**src/rtl/dtm_pkg.sv**
```systemverilog
`timescale 1ns / 1ps

package dtm_pkg;

    // Defaults for the top-level parameters.
    localparam int MAX_TILES_DEF  = 4096;
    localparam int VALUE_BITS_DEF = 8;

    // Field widths.
    localparam int TS_W     = 7;
    localparam int AREA_W   = 13;
    localparam int COORD_W  = 16;
    localparam int VAL_W    = 8;
    localparam int TIDX_W   = 12;
    localparam int POS_W    = 13;
    localparam int REGION_W = 13;

    // Internal datapath widths.
    localparam int DIV_N_W = 16;
    localparam int DIV_D_W = 14;
    localparam int DIM_W   = 13;
    localparam int PROD_W  = 26;

    localparam logic [REGION_W-1:0] REGION_MAX = 13'h1FFF;

    // Configuration port.
    localparam int APB_ADDR_W = 4;
    localparam int APB_DATA_W = 32;

    localparam logic [1:0] REG_TILE_SIZE   = 2'd0;
    localparam logic [1:0] REG_AREA_WIDTH  = 2'd1;
    localparam logic [1:0] REG_AREA_HEIGHT = 2'd2;

    // Command codes.
    localparam logic [1:0] MODE_MARK   = 2'd0;
    localparam logic [1:0] MODE_CLEAR  = 2'd1;
    localparam logic [1:0] MODE_READ   = 2'd2;
    localparam logic [1:0] MODE_LOCATE = 2'd3;

    typedef struct packed {
        logic [1:0]                mode;
        logic signed [COORD_W-1:0] coord_x;
        logic signed [COORD_W-1:0] coord_y;
        logic [VAL_W-1:0]          value_in;
        logic [TIDX_W-1:0]         tile_index;
    } in_t;

    typedef struct packed {
        logic [VAL_W-1:0]    read_value;
        logic [POS_W-1:0]    tile_left;
        logic [POS_W-1:0]    tile_top;
        logic [TS_W-1:0]     tile_extent;
        logic [TIDX_W-1:0]   index_out;
        logic [REGION_W-1:0] region_count;
        logic                status;
    } out_t;

    typedef struct packed {
        logic [TS_W-1:0]   tile_size;
        logic [AREA_W-1:0] area_width;
        logic [AREA_W-1:0] area_height;
    } cfg_t;

    typedef struct packed {
        logic               start;
        logic [DIV_N_W-1:0] dividend;
        logic [DIV_D_W-1:0] divisor;
    } div_req_t;

    typedef struct packed {
        logic               done;
        logic [DIV_N_W-1:0] quotient;
        logic [DIV_D_W-1:0] remainder;
    } div_rsp_t;

    typedef enum logic [4:0] {
        ST_IDLE,
        ST_ACROSS,
        ST_DOWN,
        ST_COUNT,
        ST_CHECK,
        ST_SPAN_X,
        ST_MOD_X,
        ST_DIV_X,
        ST_SPAN_Y,
        ST_MOD_Y,
        ST_DIV_Y,
        ST_INDEX_MUL,
        ST_INDEX_WR,
        ST_CLEAR,
        ST_READ_WAIT,
        ST_LOC_DIV,
        ST_LOC_LEFT,
        ST_LOC_TOP,
        ST_DONE
    } ctrl_state_t;

endpackage

```
**src/rtl/dtm_ctrl.sv**
```systemverilog
`timescale 1ns / 1ps

module dtm_ctrl #(
    parameter int MAX_TILES  = dtm_pkg::MAX_TILES_DEF,
    parameter int VALUE_BITS = dtm_pkg::VALUE_BITS_DEF,
    parameter int ADDR_W     = (MAX_TILES > 1) ? $clog2(MAX_TILES) : 1
) (
    input  logic                  clk,
    input  logic                  rst_n,
    input  dtm_pkg::cfg_t         cfg,
    input  logic                  in_valid,
    input  dtm_pkg::in_t          in_data,
    output logic                  in_stall,
    output logic                  res_valid,
    output dtm_pkg::out_t         res_data,
    input  logic                  res_take,
    output dtm_pkg::div_req_t     div_req,
    input  dtm_pkg::div_rsp_t     div_rsp,
    output logic                  mem_we,
    output logic [ADDR_W-1:0]     mem_waddr,
    output logic [VALUE_BITS-1:0] mem_wdata,
    output logic                  mem_re,
    output logic [ADDR_W-1:0]     mem_raddr,
    input  logic [VALUE_BITS-1:0] mem_rdata
);
    import dtm_pkg::*;

    localparam int CTR_W = ADDR_W + 1;

    ctrl_state_t         state_reg, state_next;

    in_t                 in_reg, in_next;
    logic [DIM_W-1:0]    across_reg, across_next;
    logic [DIM_W-1:0]    down_reg, down_next;
    logic [PROD_W-1:0]   count_reg, count_next;
    logic [DIV_D_W-1:0]  span_reg, span_next;
    logic [DIM_W-1:0]    qx_reg, qx_next;
    logic [DIM_W-1:0]    qy_reg, qy_next;
    logic [PROD_W-1:0]   prod_reg, prod_next;
    logic [CTR_W-1:0]    ctr_reg, ctr_next;
    logic [VAL_W-1:0]    rv_reg, rv_next;
    logic [POS_W-1:0]    left_reg, left_next;
    logic [POS_W-1:0]    top_reg, top_next;
    logic [TIDX_W-1:0]   idx_reg, idx_next;
    logic                status_reg, status_next;

    logic [DIM_W-1:0]    mul_a, mul_b;
    logic [PROD_W-1:0]   prod;
    logic [COORD_W-1:0]  abs_x, abs_y;
    logic                neg_sel;
    logic [DIV_D_W-1:0]  wrapped;
    logic [PROD_W-1:0]   idx_sum;
    logic [CTR_W-1:0]    ctr_inc;
    logic [DIM_W-1:0]    ts_ext;

    assign ts_ext = DIM_W'(cfg.tile_size);

    // The one multiplier, shared by every step that needs a product.
    always_comb
    begin
        case (state_reg)
            ST_COUNT:
            begin
                mul_a = across_reg;
                mul_b = down_reg;
            end
            ST_SPAN_X:
            begin
                mul_a = across_reg;
                mul_b = ts_ext;
            end
            ST_SPAN_Y:
            begin
                mul_a = down_reg;
                mul_b = ts_ext;
            end
            ST_INDEX_MUL:
            begin
                mul_a = qy_reg;
                mul_b = across_reg;
            end
            ST_LOC_LEFT:
            begin
                mul_a = qx_reg;
                mul_b = ts_ext;
            end
            ST_LOC_TOP:
            begin
                mul_a = qy_reg;
                mul_b = ts_ext;
            end
            default:
            begin
                mul_a = '0;
                mul_b = '0;
            end
        endcase
        prod = PROD_W'(mul_a) * PROD_W'(mul_b);
    end

    // The divider works on magnitudes; a negative coordinate folds back by
    // taking the remainder from the span when it is not zero.
    always_comb
    begin
        abs_x = in_reg.coord_x[COORD_W-1] ? COORD_W'(~in_reg.coord_x) + 1'b1
                                          : COORD_W'(in_reg.coord_x);
        abs_y = in_reg.coord_y[COORD_W-1] ? COORD_W'(~in_reg.coord_y) + 1'b1
                                          : COORD_W'(in_reg.coord_y);
        neg_sel = (state_reg == ST_MOD_Y) ? in_reg.coord_y[COORD_W-1]
                                          : in_reg.coord_x[COORD_W-1];
        wrapped = (neg_sel && div_rsp.remainder != '0) ? span_reg - div_rsp.remainder
                                                       : div_rsp.remainder;
        idx_sum = prod_reg + PROD_W'(qx_reg);
        ctr_inc = ctr_reg + 1'b1;
    end

    always_comb
    begin
        state_next  = state_reg;
        in_next     = in_reg;
        across_next = across_reg;
        down_next   = down_reg;
        count_next  = count_reg;
        span_next   = span_reg;
        qx_next     = qx_reg;
        qy_next     = qy_reg;
        prod_next   = prod_reg;
        ctr_next    = ctr_reg;
        rv_next     = rv_reg;
        left_next   = left_reg;
        top_next    = top_reg;
        idx_next    = idx_reg;
        status_next = status_reg;

        div_req     = '0;
        mem_we      = 1'b0;
        mem_waddr   = '0;
        mem_wdata   = VALUE_BITS'(in_reg.value_in);
        mem_re      = 1'b0;
        mem_raddr   = ADDR_W'(in_reg.tile_index);

        in_stall    = state_reg != ST_IDLE;
        res_valid   = state_reg == ST_DONE;

        case (state_reg)
            ST_IDLE:
            begin
                if (in_valid)
                begin
                    in_next     = in_data;
                    count_next  = '0;
                    rv_next     = '0;
                    left_next   = '0;
                    top_next    = '0;
                    idx_next    = '0;
                    status_next = 1'b0;
                    if (cfg.tile_size == '0)
                    begin
                        status_next = 1'b1;
                        state_next  = ST_DONE;
                    end
                    else
                    begin
                        div_req.start    = 1'b1;
                        div_req.dividend = DIV_N_W'(cfg.area_width)
                                         + DIV_N_W'(cfg.tile_size) - 1'b1;
                        div_req.divisor  = DIV_D_W'(cfg.tile_size);
                        state_next       = ST_ACROSS;
                    end
                end
            end
            ST_ACROSS:
            begin
                if (div_rsp.done)
                begin
                    across_next      = DIM_W'(div_rsp.quotient);
                    div_req.start    = 1'b1;
                    div_req.dividend = DIV_N_W'(cfg.area_height)
                                     + DIV_N_W'(cfg.tile_size) - 1'b1;
                    div_req.divisor  = DIV_D_W'(cfg.tile_size);
                    state_next       = ST_DOWN;
                end
            end
            ST_DOWN:
            begin
                if (div_rsp.done)
                begin
                    down_next  = DIM_W'(div_rsp.quotient);
                    state_next = ST_COUNT;
                end
            end
            ST_COUNT:
            begin
                count_next = prod;
                state_next = ST_CHECK;
            end
            ST_CHECK:
            begin
                if (count_reg == '0 || count_reg > PROD_W'(MAX_TILES))
                begin
                    status_next = 1'b1;
                    state_next  = ST_DONE;
                end
                else
                begin
                    case (in_reg.mode)
                        MODE_MARK:
                        begin
                            state_next = ST_SPAN_X;
                        end
                        MODE_CLEAR:
                        begin
                            ctr_next   = '0;
                            state_next = ST_CLEAR;
                        end
                        default:
                        begin
                            idx_next = in_reg.tile_index;
                            if (PROD_W'(in_reg.tile_index) >= count_reg)
                            begin
                                status_next = 1'b1;
                                state_next  = ST_DONE;
                            end
                            else if (in_reg.mode == MODE_READ)
                            begin
                                mem_re     = 1'b1;
                                state_next = ST_READ_WAIT;
                            end
                            else
                            begin
                                div_req.start    = 1'b1;
                                div_req.dividend = DIV_N_W'(in_reg.tile_index);
                                div_req.divisor  = DIV_D_W'(across_reg);
                                state_next       = ST_LOC_DIV;
                            end
                        end
                    endcase
                end
            end
            ST_SPAN_X:
            begin
                span_next        = DIV_D_W'(prod);
                div_req.start    = 1'b1;
                div_req.dividend = DIV_N_W'(abs_x);
                div_req.divisor  = DIV_D_W'(prod);
                state_next       = ST_MOD_X;
            end
            ST_MOD_X:
            begin
                if (div_rsp.done)
                begin
                    div_req.start    = 1'b1;
                    div_req.dividend = DIV_N_W'(wrapped);
                    div_req.divisor  = DIV_D_W'(cfg.tile_size);
                    state_next       = ST_DIV_X;
                end
            end
            ST_DIV_X:
            begin
                if (div_rsp.done)
                begin
                    qx_next    = DIM_W'(div_rsp.quotient);
                    state_next = ST_SPAN_Y;
                end
            end
            ST_SPAN_Y:
            begin
                span_next        = DIV_D_W'(prod);
                div_req.start    = 1'b1;
                div_req.dividend = DIV_N_W'(abs_y);
                div_req.divisor  = DIV_D_W'(prod);
                state_next       = ST_MOD_Y;
            end
            ST_MOD_Y:
            begin
                if (div_rsp.done)
                begin
                    div_req.start    = 1'b1;
                    div_req.dividend = DIV_N_W'(wrapped);
                    div_req.divisor  = DIV_D_W'(cfg.tile_size);
                    state_next       = ST_DIV_Y;
                end
            end
            ST_DIV_Y:
            begin
                if (div_rsp.done)
                begin
                    qy_next    = DIM_W'(div_rsp.quotient);
                    state_next = ST_INDEX_MUL;
                end
            end
            ST_INDEX_MUL:
            begin
                prod_next  = prod;
                state_next = ST_INDEX_WR;
            end
            ST_INDEX_WR:
            begin
                mem_we     = 1'b1;
                mem_waddr  = ADDR_W'(idx_sum);
                idx_next   = idx_sum[TIDX_W-1:0];
                state_next = ST_DONE;
            end
            ST_CLEAR:
            begin
                mem_we    = 1'b1;
                mem_waddr = ctr_reg[ADDR_W-1:0];
                ctr_next  = ctr_inc;
                if (ctr_inc == CTR_W'(count_reg))
                begin
                    state_next = ST_DONE;
                end
            end
            ST_READ_WAIT:
            begin
                rv_next    = VAL_W'(mem_rdata);
                state_next = ST_DONE;
            end
            ST_LOC_DIV:
            begin
                if (div_rsp.done)
                begin
                    qx_next    = DIM_W'(div_rsp.remainder);
                    qy_next    = DIM_W'(div_rsp.quotient);
                    state_next = ST_LOC_LEFT;
                end
            end
            ST_LOC_LEFT:
            begin
                left_next  = prod[POS_W-1:0];
                state_next = ST_LOC_TOP;
            end
            ST_LOC_TOP:
            begin
                top_next   = prod[POS_W-1:0];
                state_next = ST_DONE;
            end
            ST_DONE:
            begin
                if (res_take)
                begin
                    state_next = ST_IDLE;
                end
            end
            default:
            begin
                state_next = ST_IDLE;
            end
        endcase
    end

    always_ff @(posedge clk or negedge rst_n)
    begin
        if (!rst_n)
        begin
            state_reg <= ST_IDLE;
        end
        else
        begin
            state_reg <= state_next;
        end
    end

    always_ff @(posedge clk)
    begin
        in_reg     <= in_next;
        across_reg <= across_next;
        down_reg   <= down_next;
        count_reg  <= count_next;
        span_reg   <= span_next;
        qx_reg     <= qx_next;
        qy_reg     <= qy_next;
        prod_reg   <= prod_next;
        ctr_reg    <= ctr_next;
        rv_reg     <= rv_next;
        left_reg   <= left_next;
        top_reg    <= top_next;
        idx_reg    <= idx_next;
        status_reg <= status_next;
    end

    always_comb
    begin
        res_data.read_value   = rv_reg;
        res_data.tile_left    = left_reg;
        res_data.tile_top     = top_reg;
        res_data.tile_extent  = cfg.tile_size;
        res_data.index_out    = idx_reg;
        res_data.region_count = (count_reg > PROD_W'(REGION_MAX)) ? REGION_MAX
                                                                  : count_reg[REGION_W-1:0];
        res_data.status       = status_reg;
    end

endmodule

```
**config.mk**
```make
export PLATFORM = sky130hd
export DESIGN_NAME = dtm_ctrl
export DESIGN_NICKNAME = d
export VERILOG_FILES = /design/src/rtl/dtm_pkg.sv /design/src/rtl/dtm_ctrl.sv
export SDC_FILE = /design/constraint.sdc
export NUM_CORES = 1
export LEC_CHECK = 0
export BUFFER_PORTS_ARGS = -buffer_cell sky130_fd_sc_hd__buf_2
export CORE_ASPECT_RATIO = 0.9
export CORE_UTILIZATION = 50
export CTS_CLUSTER_SIZE = 10
export DETAILED_ROUTE_END_ITERATION = 6
export PLACE_DENSITY = 0.75
export SLEW_MARGIN = 30
export SYNTH_ARGS = -nofsm -noshare
export SYNTH_HDL_FRONTEND = slang
export SYNTH_SLANG_ARGS = --single-unit
```
**constraint.sdc**
```tcl
create_clock -name clk -period 10.2 [get_ports clk]
set_input_delay 2.04 -clock clk [delete_from_list [all_inputs] [get_ports clk]]
set_output_delay 2.04 -clock clk [all_outputs]
set_load 0.1 [all_outputs]
```
# After elaboration in Yosys (flattened, before gate mapping)
# Cells that the tools add are included.
word_totals:
  latch_bits: 0
  romBits: 0
  mem_count: 0
  elab_cells: 170
  regBits: 223
  mem_bits_rw: 0
op_classes:
  n_reduce_logical: 38
  n_bitwise: 2
  shift: 0
  magnitude_cmp: 3
  muxes: 62
  add_sub_neg: 9
  eq_ne: 36
  n_mul: 1
  div_mod_pow: 0
op_table:
  columns: ["operator", "n"]
  rows:
  - ["31-bit two-way mux", 8]
  - ["31-bit case mux with 6 select lines", 1]
  - ["13-bit case mux with 2 select lines", 4]
  - ["5-bit case mux with 17 select lines", 1]
  - ["13-bit two-way mux", 6]
  - ["5-bit two-way mux", 13]
  - ["26-bit by 13-bit > comparator with 1-bit output, second input constant", 2]
  - ["13-bit case mux with 4 select lines", 1]
  - ["26-bit case mux with 2 select lines", 1]
  - ["5-bit by 4-bit == test with 1-bit output, second input constant", 8]
  - ["13-bit case mux with 3 select lines", 1]
  - ["12-bit two-way mux", 3]
  - ["12-bit case mux with 3 select lines", 1]
  - ["16-bit by 1-bit adder with 16-bit output, second input constant", 2]
  - ["16-bit two-way mux", 2]
  - ["16-bit inverter", 2]
  - ["14-bit by 1-bit subtractor with 15-bit output, second input constant", 2]
  - ["13-bit by 7-bit adder with 14-bit output", 2]
  - ["12-bit by 26-bit greater-or-equal comparator with 1-bit output", 1]
  - ["26-bit logical NOT", 1]
  - ["13-bit by 13-bit multiplier with 26-bit output", 1]
  - ["26-bit two-way mux", 1]
  - ["2-bit != test, second input constant", 12]
  - ["12-bit case mux with 2 select lines", 1]
  - ["other kinds (34)", 74]

# Logic depth before layout (Yosys ltp)
depth:
  ltp_word: 6
  ltp_mapped: 29

# Least setup slack after synthesis
# Ideal clock, no wire load.
synth_timing:
  path_type: "input -> output"
  from: "in cfg[29] in the netlist's numbering"
  to: "out div_req[11] in the netlist's numbering"
  arrival_ns: 8.732
  path_slack_ns: -0.572
  stages: 18
  n_path_buf: 1
  path_cell_list: "a222oi_1 -> clkbuf_1 -> nor2_1 -> fa_1 -> inv_1 -> fa_1 -> inv_1 -> fa_1 -> fa_1 -> inv_1 -> fa_1 -> inv_1 -> ha_1 -> a2111oi_0 -> o21ai_0 -> nand2_1 -> xor2_1 -> o21ai_0"
synth_lines:
  columns: ["item", "line_no", "source"]
  rows:
  - ["start: declaration", "dtm_ctrl.sv:10", "input dtm_pkg::cfg_t cfg,"]
  - ["end: declaration", "dtm_ctrl.sv:17", "output dtm_pkg::div_req_t div_req,"]

==> impl_metrics.yaml <==
sta:
  worst_pin_slew_ns: 0.968
  hold_slack_ns: 0.680
  slew_headroom_pct: 35.2
  fin_worst_skew_ns: 0.0148
  final_hold_viol_count: 0
  clock.fmax_ghz: 0.102
  fin_crit_sh_pct: 95.9
  min_period_ns: 9.78
  rsz0062_at_grt: "no"
  finalSetupViolations: 0
  fin_setup_tns_ns: 0
  finalMaxSlewViolations: 0
synthesis:
  syn-cell-area_sq_mm: 0.0189
  synth_top_flop_cell: "edfxtp_1"
  synthCells: 1959
  synth_fp_nets: 2366
  yosysUniqueCellTypes: 67
  synth_edf_count: 218
  syn_avg_cell_area_sq_um: 9.63
  async_reset_ff_share_pct: 2.24
  yosys_warnings: 0
  synth_seq_area_share_pct: 35.4
  synth-seq-cells: 223
route:
  via_count: 15800
  via_per_inst: 5.83
  drt_first_pass_iters: 7
  avgRoutedWirePerCell_um: 21.3
  wl_um: 57900
  ant_nets: 0
  drt-initial-drc-count: 1766
  route.detailed.drc: 29
critical_path:
  max_stage_delay_ns: 0.54
  slowest_stage: "fa_1"
  required_ns: 8.16
  start_kind: "flop"
  rr_worst_depth: 24
  worstSetupPathType: "reg2out"
  crit_path_end_kind: "primary output"
  crit_fanout: 13
  cp.arrival_ns: 7.74
global_routing:
  grt_pass1_vias: 14900
  grt_use_total_pct: 30.2
  grt_pass1_wl_um: 86800
  antenna_found_initial: 5
  grt_max_degree: 56
  overflow: 0
placed_design:
  gp_congestion: 1.00
  place_hpwl_um: 46400
  port_buffers: 260
  placedCellCount: 2660
clock_tree:
  clkTransAtPathRegs_ns: 0.06
  ctsHoldBuffers: 0
  cts.sinks: 223
  cts_tree: "yes"
  insertion_delay_ns: 0.56
  numCtsBuffers: 28
  clock_path_buffers: 3
  clockRootBuffer: "clkbuf_16"
  htreeDepth: 1
final_layout:
  mostFrequentLayoutCells: "294 x inv_1, 257 x buf_2, 231 x nand2_1"
  fill_cells: 3219
  nNetsFinal: 2615
  areaGrowthSynthToFinish_pct: 14.6
  final_common_cell: "inv_1"
  drive_above_1_share_pct: 17.2
  fin_cells: 2714
  largest_reg_flops: 34
floorplan:
  die_x_um: 207
  fp.dieH_um: 186
  coreArea_sq_mm: 0.0372
  rows: 67
  die_area_sq_mm: 0.0385
  start_util_pct: 50.7
  io_pins: 264
status:
  violations: "design-rule violations"
  status: "complete, but fails checks"
pwr:
  p_per_area_mw_per_mm2: 238
  power_leakage_nw: 9.74
  power.total_mw: 5.14
  irDropWorstVdd_mv: 0.238
min_path:
  min_path_cells: 2
  hold_path.class: "reg2reg"
run:
  cap_violations: 0
-- synth_stat cells (16+ instances only) --
cell	count	area, sq um
a21o_1	22	165
a21oi_1	54	270
a222oi_1	16	160
a22oi_1	19	143
and2_1	39	244
buf_4	28	210
clkbuf_1	50	188
edfxtp_1	218	6550
fa_1	125	2500
ha_1	152	1900
inv_1	296	1110
nand2_1	233	875
nand2b_1	36	225
nand3_1	27	135
nor2_1	198	743
nor3_1	24	120
o21ai_0	63	315
o22ai_1	16	100
xnor2_1	60	526
xor2_1	43	377
-- timing repair --
item	CTS	global route
hold endpoints to repair	0	0
setup endpoints to repair	0	3
setup buffers	0	1
gates resized for setup	0	8
-- per-stage QoR --
step                area, sq um  utilization (%)  setup slack (ns)
finish                    21600             58.1             0.420
floorplan                 18900                -            0.0494
global route              21600             58.1            0.0490
detailed placement        20700             55.7             0.579
global placement          20700             55.7             0.646
CTS                       21600             57.9             0.282
-- where the power goes --
group / leakage, nW / switching (mW) / total, mW / internal [mW]
clock network: 0.403 / 0.382 / 0.920 / 0.538
logic: 7.27 / 2.09 / 2.78 / 0.690
registers: 2.07 / 0.162 / 1.44 / 1.28
-- routing by layer --
layer / GRT usage [%] / part of all wire (%) / wire length, um / up-vias
met5: 0 / 0 / 0 / -
met4: 9.20 / 3.2 / 1850 / 0
met3: 6.81 / 12 / 6980 / 108
li1: - / - / - / 7133
met1: 43.4 / 42 / 24100 / 7641
met2: 45.3 / 43 / 25000 / 928
-- cell families (layout without fill, tap and decap cells) --
| logic type | Yosys count | after routing | share of synthesized area (%) |
|---|---|---|---|
| buffers and inverters | 376 | 643 | 8.05 |
| AND/OR/NAND/NOR | 646 | 646 | 15.6 |
| XOR/XNOR | 103 | 103 | 4.78 |
| AO/OA/AOI/OAI | 308 | 308 | 11.4 |
| other | 0 | 5 | 0 |
| adder cells (fa/ha/maj) | 277 | 277 | 23.4 |
| flip-flops | 223 | 223 | 35.4 |
| multiplexers | 26 | 26 | 1.48 |
-- area by class of cell --
type	instances	area, sq um	share of cell area, %
Inverter	296	1110	5.14
Timing Repair Buffer	299	1640	7.58
Clock buffer	42	763	3.53
Sequential cell	223	6680	30.9
Tap cell	483	604	2.80
Antenna cell	5	12.5	0.0579
Multi-Input combinational cell	1360	10700	49.7
Clock inverter	6	68.8	0.318
-- final timing paths --
check,slack (ns),start,end
setup / recovery,0.42,state_reg[3],div_req[13]
hold / removal,0.68,state_reg[3],state_reg[3]
setup reg to reg,2.27,state_reg[2],count_reg[25]
hold reg to reg,0.68,state_reg[3],state_reg[3]
max in group asynchronous,8.73,rst_n,state_reg[2]
min in group asynchronous,1.30,rst_n,state_reg[3]
-- worst max-delay path, delay by kind of cell, from the launching register on --
family	cells	cell delay, ns
AND/OR/NAND/NOR	9	1.44
adder cells (fa/ha/maj)	6	2.92
buffers and inverters	9	1.27
AO/OA/AOI/OAI	3	0.94
flip-flops	1	0.49
XOR/XNOR	1	0.09
No activity file was read; power rests on OpenSTA's default activity.
