--- src/rtl/dtm_pkg.sv ---
`timescale 1ns / 1ps

package dtm_pkg;

    // Defaults for the top-level parameters.
    localparam int MAX_TILES_DEF  = 4096;
    localparam int VALUE_BITS_DEF = 8;

    // Field widths.
    localparam int TS_W     = 7;
    localparam int AREA_W   = 13;
    localparam int COORD_W  = 16;
    localparam int VAL_W    = 8;
    localparam int TIDX_W   = 12;
    localparam int POS_W    = 13;
    localparam int REGION_W = 13;

    // Internal datapath widths.
    localparam int DIV_N_W = 16;
    localparam int DIV_D_W = 14;
    localparam int DIM_W   = 13;
    localparam int PROD_W  = 26;

    localparam logic [REGION_W-1:0] REGION_MAX = 13'h1FFF;

    // Configuration port.
    localparam int APB_ADDR_W = 4;
    localparam int APB_DATA_W = 32;

    localparam logic [1:0] REG_TILE_SIZE   = 2'd0;
    localparam logic [1:0] REG_AREA_WIDTH  = 2'd1;
    localparam logic [1:0] REG_AREA_HEIGHT = 2'd2;

    // Command codes.
    localparam logic [1:0] MODE_MARK   = 2'd0;
    localparam logic [1:0] MODE_CLEAR  = 2'd1;
    localparam logic [1:0] MODE_READ   = 2'd2;
    localparam logic [1:0] MODE_LOCATE = 2'd3;

    typedef struct packed {
        logic [1:0]                mode;
        logic signed [COORD_W-1:0] coord_x;
        logic signed [COORD_W-1:0] coord_y;
        logic [VAL_W-1:0]          value_in;
        logic [TIDX_W-1:0]         tile_index;
    } in_t;

    typedef struct packed {
        logic [VAL_W-1:0]    read_value;
        logic [POS_W-1:0]    tile_left;
        logic [POS_W-1:0]    tile_top;
        logic [TS_W-1:0]     tile_extent;
        logic [TIDX_W-1:0]   index_out;
        logic [REGION_W-1:0] region_count;
        logic                status;
    } out_t;

    typedef struct packed {
        logic [TS_W-1:0]   tile_size;
        logic [AREA_W-1:0] area_width;
        logic [AREA_W-1:0] area_height;
    } cfg_t;

    typedef struct packed {
        logic               start;
        logic [DIV_N_W-1:0] dividend;
        logic [DIV_D_W-1:0] divisor;
    } div_req_t;

    typedef struct packed {
        logic               done;
        logic [DIV_N_W-1:0] quotient;
        logic [DIV_D_W-1:0] remainder;
    } div_rsp_t;

    typedef enum logic [4:0] {
        ST_IDLE,
        ST_ACROSS,
        ST_DOWN,
        ST_COUNT,
        ST_CHECK,
        ST_SPAN_X,
        ST_MOD_X,
        ST_DIV_X,
        ST_SPAN_Y,
        ST_MOD_Y,
        ST_DIV_Y,
        ST_INDEX_MUL,
        ST_INDEX_WR,
        ST_CLEAR,
        ST_READ_WAIT,
        ST_LOC_DIV,
        ST_LOC_LEFT,
        ST_LOC_TOP,
        ST_DONE
    } ctrl_state_t;

endpackage

--- src/rtl/dtm_divider.sv ---
`timescale 1ns / 1ps

module dtm_divider (
    input  logic              clk,
    input  logic              rst_n,
    input  dtm_pkg::div_req_t req,
    output dtm_pkg::div_rsp_t rsp
);
    import dtm_pkg::*;

    localparam int ITER_W = $clog2(DIV_N_W);

    logic               busy_reg, busy_next;
    logic               done_reg, done_next;
    logic [ITER_W-1:0]  iter_reg, iter_next;
    logic [DIV_N_W-1:0] quo_reg, quo_next;
    logic [DIV_D_W-1:0] rem_reg, rem_next;
    logic [DIV_D_W-1:0] dsr_reg, dsr_next;

    logic [DIV_D_W:0]   shifted;
    logic [DIV_D_W:0]   diff;
    logic               fits;

    // One restoring step per cycle: the dividend shifts out of the quotient
    // register into the partial remainder while quotient bits shift in.
    always_comb
    begin
        shifted   = {rem_reg, quo_reg[DIV_N_W-1]};
        fits      = shifted >= {1'b0, dsr_reg};
        diff      = shifted - {1'b0, dsr_reg};
        busy_next = busy_reg;
        done_next = 1'b0;
        iter_next = iter_reg;
        quo_next  = quo_reg;
        rem_next  = rem_reg;
        dsr_next  = dsr_reg;
        if (req.start)
        begin
            busy_next = 1'b1;
            iter_next = ITER_W'(DIV_N_W - 1);
            quo_next  = req.dividend;
            rem_next  = '0;
            dsr_next  = req.divisor;
        end
        else if (busy_reg)
        begin
            quo_next = {quo_reg[DIV_N_W-2:0], fits};
            rem_next = fits ? diff[DIV_D_W-1:0] : shifted[DIV_D_W-1:0];
            iter_next = iter_reg - 1'b1;
            if (iter_reg == '0)
            begin
                busy_next = 1'b0;
                done_next = 1'b1;
            end
        end
    end

    always_ff @(posedge clk or negedge rst_n)
    begin
        if (!rst_n)
        begin
            busy_reg <= 1'b0;
            done_reg <= 1'b0;
            iter_reg <= '0;
        end
        else
        begin
            busy_reg <= busy_next;
            done_reg <= done_next;
            iter_reg <= iter_next;
        end
    end

    always_ff @(posedge clk)
    begin
        quo_reg <= quo_next;
        rem_reg <= rem_next;
        dsr_reg <= dsr_next;
    end

    assign rsp.done      = done_reg;
    assign rsp.quotient  = quo_reg;
    assign rsp.remainder = rem_reg;

endmodule

--- config.mk ---
export PLATFORM = sky130hd
export DESIGN_NAME = dtm_divider
export DESIGN_NICKNAME = d
export VERILOG_FILES = /design/src/rtl/dtm_pkg.sv /design/src/rtl/dtm_divider.sv
export SDC_FILE = /design/constraint.sdc
export NUM_CORES = 1
export LEC_CHECK = 0
export ABC_AREA = 1
export BUFFER_PORTS_ARGS = -buffer_cell sky130_fd_sc_hd__buf_2
export CAP_MARGIN = 5
export CELL_PAD_IN_SITES_DETAIL_PLACEMENT = 1
export CELL_PAD_IN_SITES_GLOBAL_PLACEMENT = 1
export CORE_MARGIN = 2
export CORE_UTILIZATION = 40
export CTS_CLUSTER_DIAMETER = 50
export DETAILED_ROUTE_END_ITERATION = 8
export PLACE_DENSITY = 0.8
export SYNTH_ARGS = -nofsm -noshare
export SYNTH_HDL_FRONTEND = slang
export SYNTH_SLANG_ARGS = --single-unit
export TNS_END_PERCENT = 10
--- constraint.sdc ---
create_clock -name clk -period 2.1 [get_ports clk]
set_input_delay 0.315 -clock clk [delete_from_list [all_inputs] [get_ports clk]]
set_output_delay 0.315 -clock clk [all_outputs]
set_load 0.005 [all_outputs]
== After elaboration in Yosys (flattened, before gate mapping) ==
Index checks and enable logic that the tools add are counted.

* Add/subtract/negate cells: 2
* Magnitude comparators: 1
* Muxes and demuxes: 11
* Reduce and logical (&&, ||, !) cells: 2

{| class="wikitable"
|+ Operators by type and width
! kind !! count
|-
| two-way mux 16 bit || 2
|-
| greater-or-equal comparator 15 x 14 -> 1 bit || 1
|-
| two-way mux 14 bit || 1
|-
| subtractor 14 bit || 1
|-
| two-way mux 4 bit || 2
|-
| two-way mux 1 bit || 6
|-
| zero test 4 bit || 1
|-
| subtractor 4 x 1 -> 4 bit (second input constant) || 1
|-
| nonzero test 2 bit || 1
|}

* Bits in registers: 50
* Output and inout bits: 31
* Logic and storage cells: 22

== Depth between registers and ports, before layout ==
Gate-level depths: netlist of run 1.

* Word-level depth: 4
* Mapped depth: 15

== Least setup slack after synthesis of run 1 ==
Ideal clock, no wire load.

* Path kind: reg-to-reg
* Start: register quo_reg[15]
* End: register rem_reg[6]
* Setup time: 0.112 ns
* Data arrival time: 1.753 ns
* Setup slack: 0.234 ns
* Stages on the path, launching flop included: 12
* Path through: edfxtp_1 -> inv_1 -> ha_1 -> inv_1 -> fa_1 -> nand3_1 -> nand3_1 -> a21oi_1 -> xor2_1 -> nand2_1 -> nand2_1 -> nand2_1

* Word-level cells in the longest chain between the ends: 2
* Elaborated cells on any way between the ends: 3
* Those cells by class: add/sub (1); order compare (1); mux (1)

{| class="wikitable"
|+ Ends and longest elaborated chain
! item !! RTL line !! RTL
|-
| from (decl) || dtm_divider.sv:16 || <nowiki>logic [DIV_N_W-1:0] quo_reg, quo_next;</nowiki>
|-
| from (signal assigned) || dtm_divider.sv:76 || <nowiki>quo_reg <= quo_next;</nowiki>
|-
| subtractor 14 bit or greater-or-equal comparator 15 x 14 -> 1 bit (tied branches) || dtm_divider.sv:30, dtm_divider.sv:29 ||
|-
| two-way mux 14 bit (*) || dtm_divider.sv:48 || <nowiki>rem_next = fits ? diff[DIV_D_W-1:0] : shifted[DIV_D_W-1:0];</nowiki>
|-
| to (signal assigned) || dtm_divider.sv:77 || <nowiki>rem_reg <= rem_next;</nowiki>
|-
| to (decl) || dtm_divider.sv:17 || <nowiki>logic [DIV_D_W-1:0] rem_reg, rem_next;</nowiki>
|}

Mark *: on every way between the ends. The rest lies on a longest branch, timed or not.
A chain may end at the register's enable or synchronous reset.

== Worst setup path in the final report of run 1 ==
* Start: register rem_reg[3]
* End: register rem_reg[7]

* Word-level cells in the longest chain between the ends: 2
* Elaborated cells on any way between the ends: 3
* Those cells by class: add/sub (1); order compare (1); mux (1)

{| class="wikitable"
|+ Ends and longest elaborated chain
! item !! RTL line
|-
| subtractor 14 bit or greater-or-equal comparator 15 x 14 -> 1 bit (tied branches) || dtm_divider.sv:30, dtm_divider.sv:29
|-
| two-way mux 14 bit (*) || dtm_divider.sv:48
|}

Marks and branches as above.

==> results of run 1 <==
## area by class of cell
type | instances | area (um2) | share of cell area (%)
Clock buffer | 6 | 82.58 | 2.265
Clock inverter | 2 | 12.51 | 0.3432
Inverter | 51 | 191.4 | 5.251
Multi-Input combinational cell | 272 | 1471 | 40.36
Sequential cell | 50 | 1331 | 36.51
Tap cell | 99 | 123.9 | 3.397
Timing Repair Buffer | 75 | 432.9 | 11.87
## logic make-up (layout without fill, tap and decap cells)
family                   after synthesis  count (layout)  synth area share (%)
AO/OA/AOI/OAI                         20              20                 4.073
XOR/XNOR                               7               7                 2.037
adder cells (fa/ha/maj)               17              17                 7.315
buffers and inverters                 58             134                 7.980
flip-flops                            50              50                 44.22
AND/OR/NAND/NOR                      228             228                 34.37
## metal layers
layer  part of all wire (%)  wire [um]  vias to the layer above  GRT usage, %
li1                       -          -                     1349             -
met1                     43       3643                     1327         25.12
met2                     51       4328                       69         38.43
met3                    4.8        411                       15         4.090
met4                    1.6        138                        0         7.564
met5                      0          0                        -             0
## critical path, stage by stage (launching register included)
cell and delay, ps:
dfxtp_1 370, ha_1 370, buf_4 150, nand2_2 90
nor2_4 210, nand4_4 170, nand3_4 150, buf_12 150
nor2_2 40, nor2_1 100, nand2_1 80, nand2_1 70
## placed cells by master, fill, tap and decap left out, types with 3 or more instances in the layout
cell | netlist | layout
nand2_4 | 3 | 3
clkinv_1 | 2 | 3
clkbuf_8 | 0 | 6
nand4_1 | 8 | 8
dfrtp_1 | 6 | 6
ha_1 | 16 | 15
nor2_4 | 4 | 4
inv_1 | 47 | 47
nand2_2 | 8 | 8
buf_4 | 1 | 9
a21oi_1 | 9 | 7
dfxtp_1 | 14 | 14
nand2_1 | 140 | 140
buf_2 | 0 | 63
o21ai_0 | 5 | 5
nor2_1 | 31 | 31
xnor2_1 | 5 | 5
nand3_1 | 23 | 22
edfxtp_1 | 30 | 30
nor2_2 | 6 | 6
## power breakdown
group | switching (W) | internal, W | leakage, nW
Clock | 0.000346 | 0.000266 | 0.0488
Combinational | 0.00122 | 0.000815 | 1.36
Sequential | 0.000129 | 0.00121 | 0.491
Total | 0.00169 | 0.00229 | 1.90
## through the flow
| stage | utilization (%) | std cells |
|---|---|---|
| 2_1_floorplan | - | 380 |
| 3_3_place_gp | 48.27 | 545 |
| 3_5_place_dp | 48.27 | 545 |
| 4_1_cts | 49.84 | 554 |
| 5_1_grt | 50.27 | 555 |
| 6_report | 50.27 | 555 |
## repair_timing
action                                  CTS  global route
gates resized for setup                   2             5
endpoints found under the setup margin    1             5
hold endpoints to repair                  6             0
buffers inserted                          0             1
pin swaps                                 0             1
hold buffers                              1             0
## path summary, 6_finish.rpt
| check | startpoint | end |
|---|---|---|
| max in group asynchronous | rst_n | iter_reg[3] |
| setup reg to reg | rem_reg[3] | rem_reg[7] |
| hold reg to reg | rem_reg[1] | rem_reg[1] |
| hold / removal | req[6] | dsr_reg[6] |
| setup / recovery | rem_reg[3] | rem_reg[7] |
| min in group asynchronous | rst_n | done_reg |
==> metrics.csv, run 1 <==
stage,metric,value,unit
sta,whs,175.1,ps
sta,slew_violations,0,
place,gp_congestion,0.8971,
worst_hold_path,hp-class,input pin to register,
routing,detail-route-antenna-nets,0,
place,portBuffers,63,
synthesis,synth_edf_count,30,
synthesis,syn_inst,380,
sta,fin_crit,1993,ps
place,pre_cts_slack,39.44,ps
power_and_ir_drop,total_power,0.003982,W
clock_tree,clk_pin_slew,100,ps
synthesis,synthesis.nets,430,
critical_path,worst-r2r-setup-slack,110,ps
synthesis,yosys-top-cells-area,"edfxtp_1, nand2_1, dfxtp_1",
synthesis,synth_top_area_share,29.93,%
worst_hold_path,hold_depth,1,
clock_tree,clock_sinks,50,
layout,nets,505,
critical_path,cp_max_fo,12,
routing,wire_per_inst,15.35,um
clock_tree,cts_root_buf,clkbuf_8,
sta,worst_pin_slew,657.8,ps
clock_tree,htree_num_levels,2,
die,ios,64,
clock_tree,clk_latency,310,ps
place,dpl.hpwl,6582,um
synthesis,postSynthAreaPerCell,7.922,um2
synthesis,ys.flop_type,edfxtp_1,
sta,rsz0062_at_grt,true,
synthesis,ys_seq_area_share,44.22,%
power_and_ir_drop,cellPowerDensity,1092,nW/um2
synthesis,synthesis.area,3010,um2
synthesis,synth_common_cells,"nand2_1, inv_1, nor2_1, edfxtp_1, nand3_1",
sta,clock_skew,5.620,ps
global_route,grt_max_degree,25,
synthesis,synth.most_common_cell,nand2_1,
global_route,grt_overflow,0,
power_and_ir_drop,peakVddDrop,0.3431,mV
layout,fill_cells,959,
routing,first_pass_iters,4,
routing,wirelength,8521,um
run_status,status,"finished, final reports clean",
synthesis,synth.largest_area_cell,edfxtp_1,
synthesis,ys_types,35,
die,num_rows,31,
critical_path,worstPathArrival,2250,ps
critical_path,path_class,register to register,
routing,vias_per_cell,4.973,
sta,fmax,0.5017,GHz
routing,drc,0,
synthesis,ys_warn_count,0,
sta,tns,0,ps
power_and_ir_drop,p_leak,1.897,nW
clock_tree,numCtsBuffers,5,
job,drv_cap,0,
sta,fin_ws,106.9,ps
critical_path,end_kind,register,
global_route,track_usage,21.33,%
die,core_area,7253,um2
sta,period_share,94.91,%
global_route,antenna_found_initial,0,
layout,syn2layout_area_growth,21.11,%
clock_tree,cts_buffer_depth,2,
place,dpl_cell_area,3501,um2
clock_tree,cts_tree,yes,
layout,drive_gt1_share,25.00,%
die,die_h,90.75,um
routing,num_vias,2760,
layout,largest_reg_flops,16,
critical_path,start_kind,register,
critical_path,reg2regPathDepth,11,
critical_path,cp_data_required_time,2360,ps
layout,diodes,0,
sta,max_slew_margin,56.10,%
layout,finalInstanceArea,3646,um2
synthesis,synth-seq-cells,50,
routing,dr.first_iter.drc_count,127,
global_route,grt_pass1_wl,14150,um
die,start_util,41.50,%
global_route,grt_pass1_vias,2975,
synthesis,async_flop_share,12.00,%
die,dieArea,8236,um2
die,die_w,90.75,um
sta,setup_viol_count_final,0,
sta,final_hold_viol_count,0,
Note: power is estimated with default switching activity, not from simulation.
==> run 2, diff against run 1 <==
--- a/config.mk
+++ b/config.mk
@@ -7,13 +7,14 @@
 export LEC_CHECK = 0
 export ABC_AREA = 1
 export BUFFER_PORTS_ARGS = -buffer_cell sky130_fd_sc_hd__buf_2
-export CAP_MARGIN = 5
+export CAP_MARGIN = 30
 export CELL_PAD_IN_SITES_DETAIL_PLACEMENT = 1
 export CELL_PAD_IN_SITES_GLOBAL_PLACEMENT = 1
 export CORE_MARGIN = 2
 export CORE_UTILIZATION = 40
 export CTS_CLUSTER_DIAMETER = 50
 export DETAILED_ROUTE_END_ITERATION = 8
+export MAX_ROUTING_LAYER = met4
 export PLACE_DENSITY = 0.8
 export SYNTH_ARGS = -nofsm -noshare
 export SYNTH_HDL_FRONTEND = slang
==> run 2 against run 1 <==
Die area did not move. Non-clock buffer count fell by 1. Sequential cell count did not move. Largest cell class unchanged. Worst setup slack improved by 41 ps. Register-to-register slack improved by 40 ps.
==> metrics.csv, run 2 (synthesis results as in run 1) <==
stage,metric,value,unit,change
sta,clock_skew,7.446,ps,+1.827 ps
place,pre_cts_slack,98.33,ps,+58.88 ps
place,dpl.hpwl,6722,um,+2.1%
layout,syn2layout_area_growth,19.45,%,
die,num_rows,31,,unchanged
power_and_ir_drop,clockPowerShare,15.4,%,about the same
worst_hold_path,hold_depth,1,,unchanged
clock_tree,htree_num_levels,2,,unchanged
clock_tree,clock_sinks,50,,unchanged
layout,fin_util,49.58,%,-0.69 points
sta,tns,0,ps,unchanged
routing,first_pass_iters,4,,unchanged
critical_path,r2r_end,rem_reg[12],,
place,gp_congestion,0.8992,,+0.23%
global_route,antenna_found_initial,0,,unchanged
sta,period_share,92.94,%,-2.0 points
critical_path,critPathMostFrequentCell,nand3_1,,
power_and_ir_drop,internal_power,0.002190,W,-4.3%
global_route,grt_pass1_vias,2931,,-1.5%
sta,fin_crit,1952,ps,-41.38 ps
global_route,grt_overflow,0,,unchanged
sta,final_hold_viol_count,0,,unchanged
global_route,grt_pass1_wl,14180,um,+0.24%
die,die_w,90.75,um,unchanged
die,start_util,41.50,%,unchanged
power_and_ir_drop,p_leak,1.882,nW,-0.76%
sta,setup_viol_count_final,0,,unchanged
routing,wire_per_inst,15.72,um,+2.4%
power_and_ir_drop,power_frac_comb,49.6,%,-1.4 points
clock_tree,cts_root_buf,clkbuf_8,,
critical_path,start_kind,register,,
clock_tree,clk_latency,320,ps,about the same
layout,final_cell_mix,"nand2_1, buf_2, inv_1",,
power_and_ir_drop,cellPowerDensity,1073,nW/um2,-1.8%
critical_path,worst-r2r-setup-slack,150,ps,+40 ps
global_route,grt_max_degree,19,,-24%
routing,detail-route-antenna-nets,0,,unchanged
die,core_area,7253,um2,unchanged
critical_path,critical_path.cell_chain,"inv_1, ha_1, inv_1, fa_2, nand3_1, nand3_2, nand3_1, nand3_1, nand2_1, nand3_1, nand3_1, nand2_1",,
critical_path,max_stage_delay,400,ps,+30 ps
sta,worst_pin_slew,670.7,ps,+12.89 ps
critical_path,crit_slowest_cell,edfxtp_1,,
sta,slew_violations,0,,unchanged
sta,max_slew_margin,55.24,%,-0.86 points
routing,drc,0,,unchanged
die,dieArea,8236,um2,unchanged
critical_path,end_kind,register,,
die,die_h,90.75,um,unchanged
clock_tree,cts_tree,yes,,
critical_path,cp_data_required_time,2320,ps,-40 ps
critical_path,reg2regPathDepth,12,,+1
sta,fmax,0.5124,GHz,+2.1%
sta,fin_ws,148.3,ps,+41.38 ps
place,portBuffers,63,,unchanged
layout,largest_reg_flops,16,,unchanged
job,drv_cap,0,,unchanged
layout,multiInputGateArea,1450,um2,-1.4%
die,ios,64,,unchanged
power_and_ir_drop,p_seq_share,35.0,%,+1.4 points
critical_path,crit_family,simple AND/OR/NAND/NOR gates,,
sta,whs,164.1,ps,-10.97 ps
layout,nets,504,,-0.20%
worst_hold_path,hp-class,input pin to register,,
layout,fill_cells,947,,-1.3%
worst_hold_path,hold_path_startpoint,req[1],,
critical_path,path_class,register to register,,
run_status,status,"finished, final reports clean",,
clock_tree,cts_buffer_depth,2,,unchanged
layout,drive_gt1_share,24.40,%,-0.60 points
power_and_ir_drop,switching_share,43.24,%,+0.73 points
clock_tree,numCtsBuffers,5,,unchanged
layout,diodes,0,,unchanged
critical_path,cp_max_fo,4,,-8
routing,wirelength,8711,um,+2.2%
power_and_ir_drop,peakVddDrop,0.3493,mV,+1.8%
critical_path,worstPathArrival,2170,ps,-80 ps
routing,num_vias,2715,,-1.6%
power_and_ir_drop,power_switching,0.001668,W,-1.4%
clock_tree,clk_pin_slew,100,ps,about the same
worst_hold_path,whs_endpoint,dsr_reg[1],,
critical_path,rr_startpoint,quo_reg[15],,
sta,rsz0062_at_grt,false,,
routing,dr.first_iter.drc_count,149,,+17%
global_route,track_usage,22.28,%,+0.95 points
routing,vias_per_cell,4.901,,-1.5%
layout,final_common_cell,nand2_1,,
layout,regArea,1331,um2,unchanged
critical_path,path_buf_inv,2,,unchanged
## run 2: changes by cell type in the layout (fill, tap and decap cells not counted), sizes merged
cell,before,now
buf,74,73
## run 2: layout make-up
type / count / share of cell area (%)
multi-input cells: 272 / 40.33
clock buffers: 6 / 2.018
inverters: 51 / 5.324
clock inverters: 2 / 0.3827
repair buffers: 74 / 11.48
well taps: 99 / 3.445
flip-flops and latches: 50 / 37.02
## run 2: through the flow
step / cells / total power [W] / area (um2)
3_5_place_dp: 544 / 0.003248 / 3481
5_1_grt: 554 / 0.004149 / 3596
3_3_place_gp: 544 / 0.003177 / 3481
4_1_cts: 553 / 0.003851 / 3577
6_report: 554 / 0.003859 / 3596
2_1_floorplan: 380 / 0.002647 / 3010
## run 2: worst max path at each step
stage	startpoint	end	slack (ps)	cells past startpoint
global placement	quo_reg[15]	rem_reg[8]	150	11
finish	quo_reg[15]	rem_reg[12]	150	12
CTS	quo_reg[15]	rem_reg[8]	70	11
detailed placement	quo_reg[15]	rem_reg[8]	100	11
global route	quo_reg[15]	rem_reg[12]	10	12
floorplan	quo_reg[15]	rem_reg[6]	230	11
## run 2: layer usage
layer | global-route usage, % | wire length [um]
met5 | - | 0
met1 | 26.23 | 3818
met2 | 39.24 | 4448
met4 | 6.410 | 127
met3 | 3.589 | 316
## run 2: worst reg2reg max path, cell delays in order, from the launching register on
cell and delay (ps):
edfxtp_1 400, inv_1 120, ha_1 150, inv_1 50
fa_2 360, nand3_1 110, nand3_2 130, nand3_1 140
nand3_1 100, nand2_1 90, nand3_1 80, nand3_1 80
nand2_1 50
## run 2: power by group through the flow
stage          Combinational (W)  Sequential [W]  Clock, W
2_1_floorplan            0.00129         0.00136         0
3_3_place_gp             0.00181         0.00137         0
3_5_place_dp             0.00188         0.00137         0
4_1_cts                  0.00190         0.00135  0.000604
5_1_grt                  0.00213         0.00137  0.000644
6_report                 0.00191         0.00135  0.000595
## run 2: timing repair
item	4_1_cts	5_1_grt
hold buffers	1	0
setup endpoints to repair	0	3
hold endpoints to repair	6	0
resized for setup	0	3
setup buffers	0	1
==> run 3, diff against run 2 <==
--- a/config.mk
+++ b/config.mk
@@ -11,11 +11,11 @@
 export CELL_PAD_IN_SITES_DETAIL_PLACEMENT = 1
 export CELL_PAD_IN_SITES_GLOBAL_PLACEMENT = 1
 export CORE_MARGIN = 2
-export CORE_UTILIZATION = 40
+export CORE_UTILIZATION = 43
 export CTS_CLUSTER_DIAMETER = 50
 export DETAILED_ROUTE_END_ITERATION = 8
 export MAX_ROUTING_LAYER = met4
-export PLACE_DENSITY = 0.8
+export PLACE_DENSITY = 0.85
 export SYNTH_ARGS = -nofsm -noshare
 export SYNTH_HDL_FRONTEND = slang
 export SYNTH_SLANG_ARGS = --single-unit
==> constraint.sdc (replaced) <==
create_clock -name clk -period 2.45 [get_ports clk]
set_input_delay 0.3675 -clock clk [delete_from_list [all_inputs] [get_ports clk]]
set_output_delay 0.3675 -clock clk [all_outputs]
set_load 0.005 [all_outputs]
==> run 3 against run 2 <==
Combinational power is 20% lower. Critical path depth is 1 lower. Non-clock buffer count fell by 7. Clock-buffer cell count shrank 1. Highest routed layer unchanged. Sequential power fell by 14%. Die area fell by 6.7%. First-iteration DRC count is 22% lower. Global-route usage is 1.8 points higher.
==> metrics.csv, run 3 (synthesis results as in run 1) <==
stage,metric,value,unit,change
sta,worst_pin_slew,615.6,ps,-55.09 ps
critical_path,r2r_end,rem_reg[8],,
routing,num_vias,2703,,-0.44%
power_and_ir_drop,switching_share,42.44,%,-0.80 points
sta,period_share,91.74,%,-1.2 points
power_and_ir_drop,power_switching,0.001403,W,-16%
layout,drive_gt1_share,22.77,%,-1.6 points
critical_path,path_class,register to register,,
power_and_ir_drop,p_leak,1.849,nW,-1.7%
sta,fmax,0.4449,GHz,-13%
global_route,grt_pass1_wl,14000,um,-1.3%
layout,largest_reg_flops,16,,unchanged
clock_tree,clk_latency,310,ps,about the same
layout,diodes,0,,unchanged
layout,final_common_cell,nand2_1,,
die,start_util,44.31,%,+2.8 points
die,die_w,87.67,um,-3.4%
die,dieArea,7686,um2,-6.7%
run_status,status,"finished, final reports clean",,
layout,nets,497,,-1.4%
place,portBuffers,63,,unchanged
layout,fill_cells,881,,-7.0%
sta,slew_violations,0,,unchanged
layout,multiInputGateArea,1439,um2,-0.78%
sta,clock_skew,12.07,ps,+4.620 ps
clock_tree,clk_pin_slew,110,ps,about the same
critical_path,critPathLaunch,quo_reg[15],,
critical_path,reg2regPathDepth,11,,-1
clock_tree,cts_tree,yes,,
worst_hold_path,hold_path_startpoint,req[0],,
layout,final_cell_mix,"nand2_1, buf_2, inv_1",,
critical_path,worstPathArrival,2460,ps,+290 ps
worst_hold_path,whs_endpoint,dsr_reg[0],,
critical_path,rr_startpoint,quo_reg[15],,
sta,fin_crit,2248,ps,+295.9 ps
critical_path,cp_data_required_time,2660,ps,+340 ps
sta,setup_viol_count_final,0,,unchanged
layout,syn2layout_area_growth,17.83,%,
critical_path,worst-r2r-setup-slack,200,ps,+50 ps
die,die_h,87.67,um,-3.4%
layout,finalInstanceArea,3547,um2,-1.4%
clock_tree,cts_buffer_depth,2,,unchanged
routing,drc,0,,unchanged
die,ios,64,,unchanged
global_route,grt_max_degree,26,,+7
global_route,grt_pass1_vias,2935,,+0.14%
sta,rsz0062_at_grt,false,,
worst_hold_path,hp-class,input pin to register,,
power_and_ir_drop,p_seq_share,35.1,%,about the same
routing,dr.first_iter.drc_count,116,,-22%
power_and_ir_drop,clockPowerShare,18.8,%,+3.4 points
sta,max_slew_margin,58.92,%,+3.7 points
place,gp_congestion,0.9637,,+7.2%
sta,tns,0,ps,unchanged
clock_tree,htree_num_levels,2,,unchanged
die,core_area,6794,um2,-6.3%
routing,wire_per_inst,15.36,um,-2.3%
global_route,track_usage,24.12,%,+1.8 points
clock_tree,numCtsBuffers,5,,unchanged
job,drv_cap,0,,unchanged
clock_tree,clock_sinks,50,,unchanged
clock_tree,cts_root_buf,clkbuf_8,,
die,num_rows,30,,-3.2%
power_and_ir_drop,peakVddDrop,0.3800,mV,+8.8%
critical_path,cp_max_fo,4,,unchanged
power_and_ir_drop,cellPowerDensity,932.3,nW/um2,-13%
power_and_ir_drop,internal_power,0.001904,W,-13%
global_route,grt_overflow,0,,unchanged
routing,first_pass_iters,4,,unchanged
routing,vias_per_cell,4.969,,+1.4%
place,dpl.hpwl,6559,um,-2.4%
critical_path,start_kind,register,,
routing,wirelength,8358,um,-4.1%
power_and_ir_drop,power_frac_comb,46.1,%,-3.5 points
global_route,antenna_found_initial,0,,unchanged
sta,final_hold_viol_count,0,,unchanged
routing,detail-route-antenna-nets,0,,unchanged
worst_hold_path,hold_depth,1,,unchanged
layout,regArea,1331,um2,unchanged
place,dpl_cell_area,3420,um2,-1.8%
critical_path,end_kind,register,,
run 3: how the worst max path moves through the flow:
| stage | to | slack, ps | cells after the start |
|---|---|---|---|
| after floorplan | rem_reg[6] | 580 | 11 |
| after detailed placement | rem_reg[8] | 250 | 11 |
| after global routing | rem_reg[8] | 20 | 11 |
| final | rem_reg[8] | 200 | 11 |
| after CTS | rem_reg[8] | 210 | 11 |
| after global placement | rem_reg[6] | 270 | 11 |
run 3: metrics by stage:
| stage | setup slack [ps] | power [W] | util (%) | cells | hold WS [ps] |
|---|---|---|---|---|---|
| 3_3_place_gp | 271.6 | 0.002628 | 50.33 | 535 | 195.2 |
| 3_5_place_dp | 253.4 | 0.002693 | 50.33 | 535 | 198.4 |
| 2_1_floorplan | 584.5 | 0.002269 | - | 380 | 71.91 |
| 5_1_grt | 15.56 | 0.003558 | 52.21 | 544 | 211.5 |
| 4_1_cts | 207.6 | 0.003334 | 52.21 | 544 | 219.3 |
| 6_report | 202.4 | 0.003307 | 52.21 | 544 | 229.6 |
run 3: repair_timing:
item | in CTS | in global routing
resized for setup | 0 | 0
endpoints found under the hold margin | 6 | 0
hold buffers | 1 | 0
setup buffers | 0 | 0
run 3: area by class of cell:
class	instances	share of cell area (%)
Clock buffer	5	1.940
Clock inverter	3	1.376
Inverter	51	5.397
Multi-Input combinational cell	272	40.56
Sequential cell	50	37.53
Tap cell	96	3.386
Timing Repair Buffer	67	9.806
run 3: worst max-delay path, stage by stage (launching register included):
cell and delay [ps]:
edfxtp_1 420, inv_1 170, ha_1 170, inv_1 50
fa_1 430, nand3_1 110, nand3_1 190, a21oi_1 250
xor2_1 170, nand2_1 70, nand2_1 70, nand2_1 40
run 3: power groups by stage:
stage               combinational, W  clock, W  sequential (W)
floorplan                    0.00111         0         0.00116
global placement             0.00145         0         0.00117
detailed placement           0.00151         0         0.00118
CTS                          0.00153  0.000637         0.00116
global route                 0.00171  0.000666         0.00118
finish                       0.00153  0.000620         0.00116
run 3: metal layers:
| metal | vias to the layer above | routed length (um) | share of wire [%] | global-route usage, % |
|---|---|---|---|---|
| met1 | 1291 | 3618 | 43 | 28.00 |
| met4 | 0 | 185 | 2.2 | 8.252 |
| met3 | 18 | 301 | 3.6 | 3.864 |
| met5 | - | 0 | 0 | - |
| li1 | 1327 | - | - | - |
| met2 | 67 | 4252 | 51 | 42.22 |
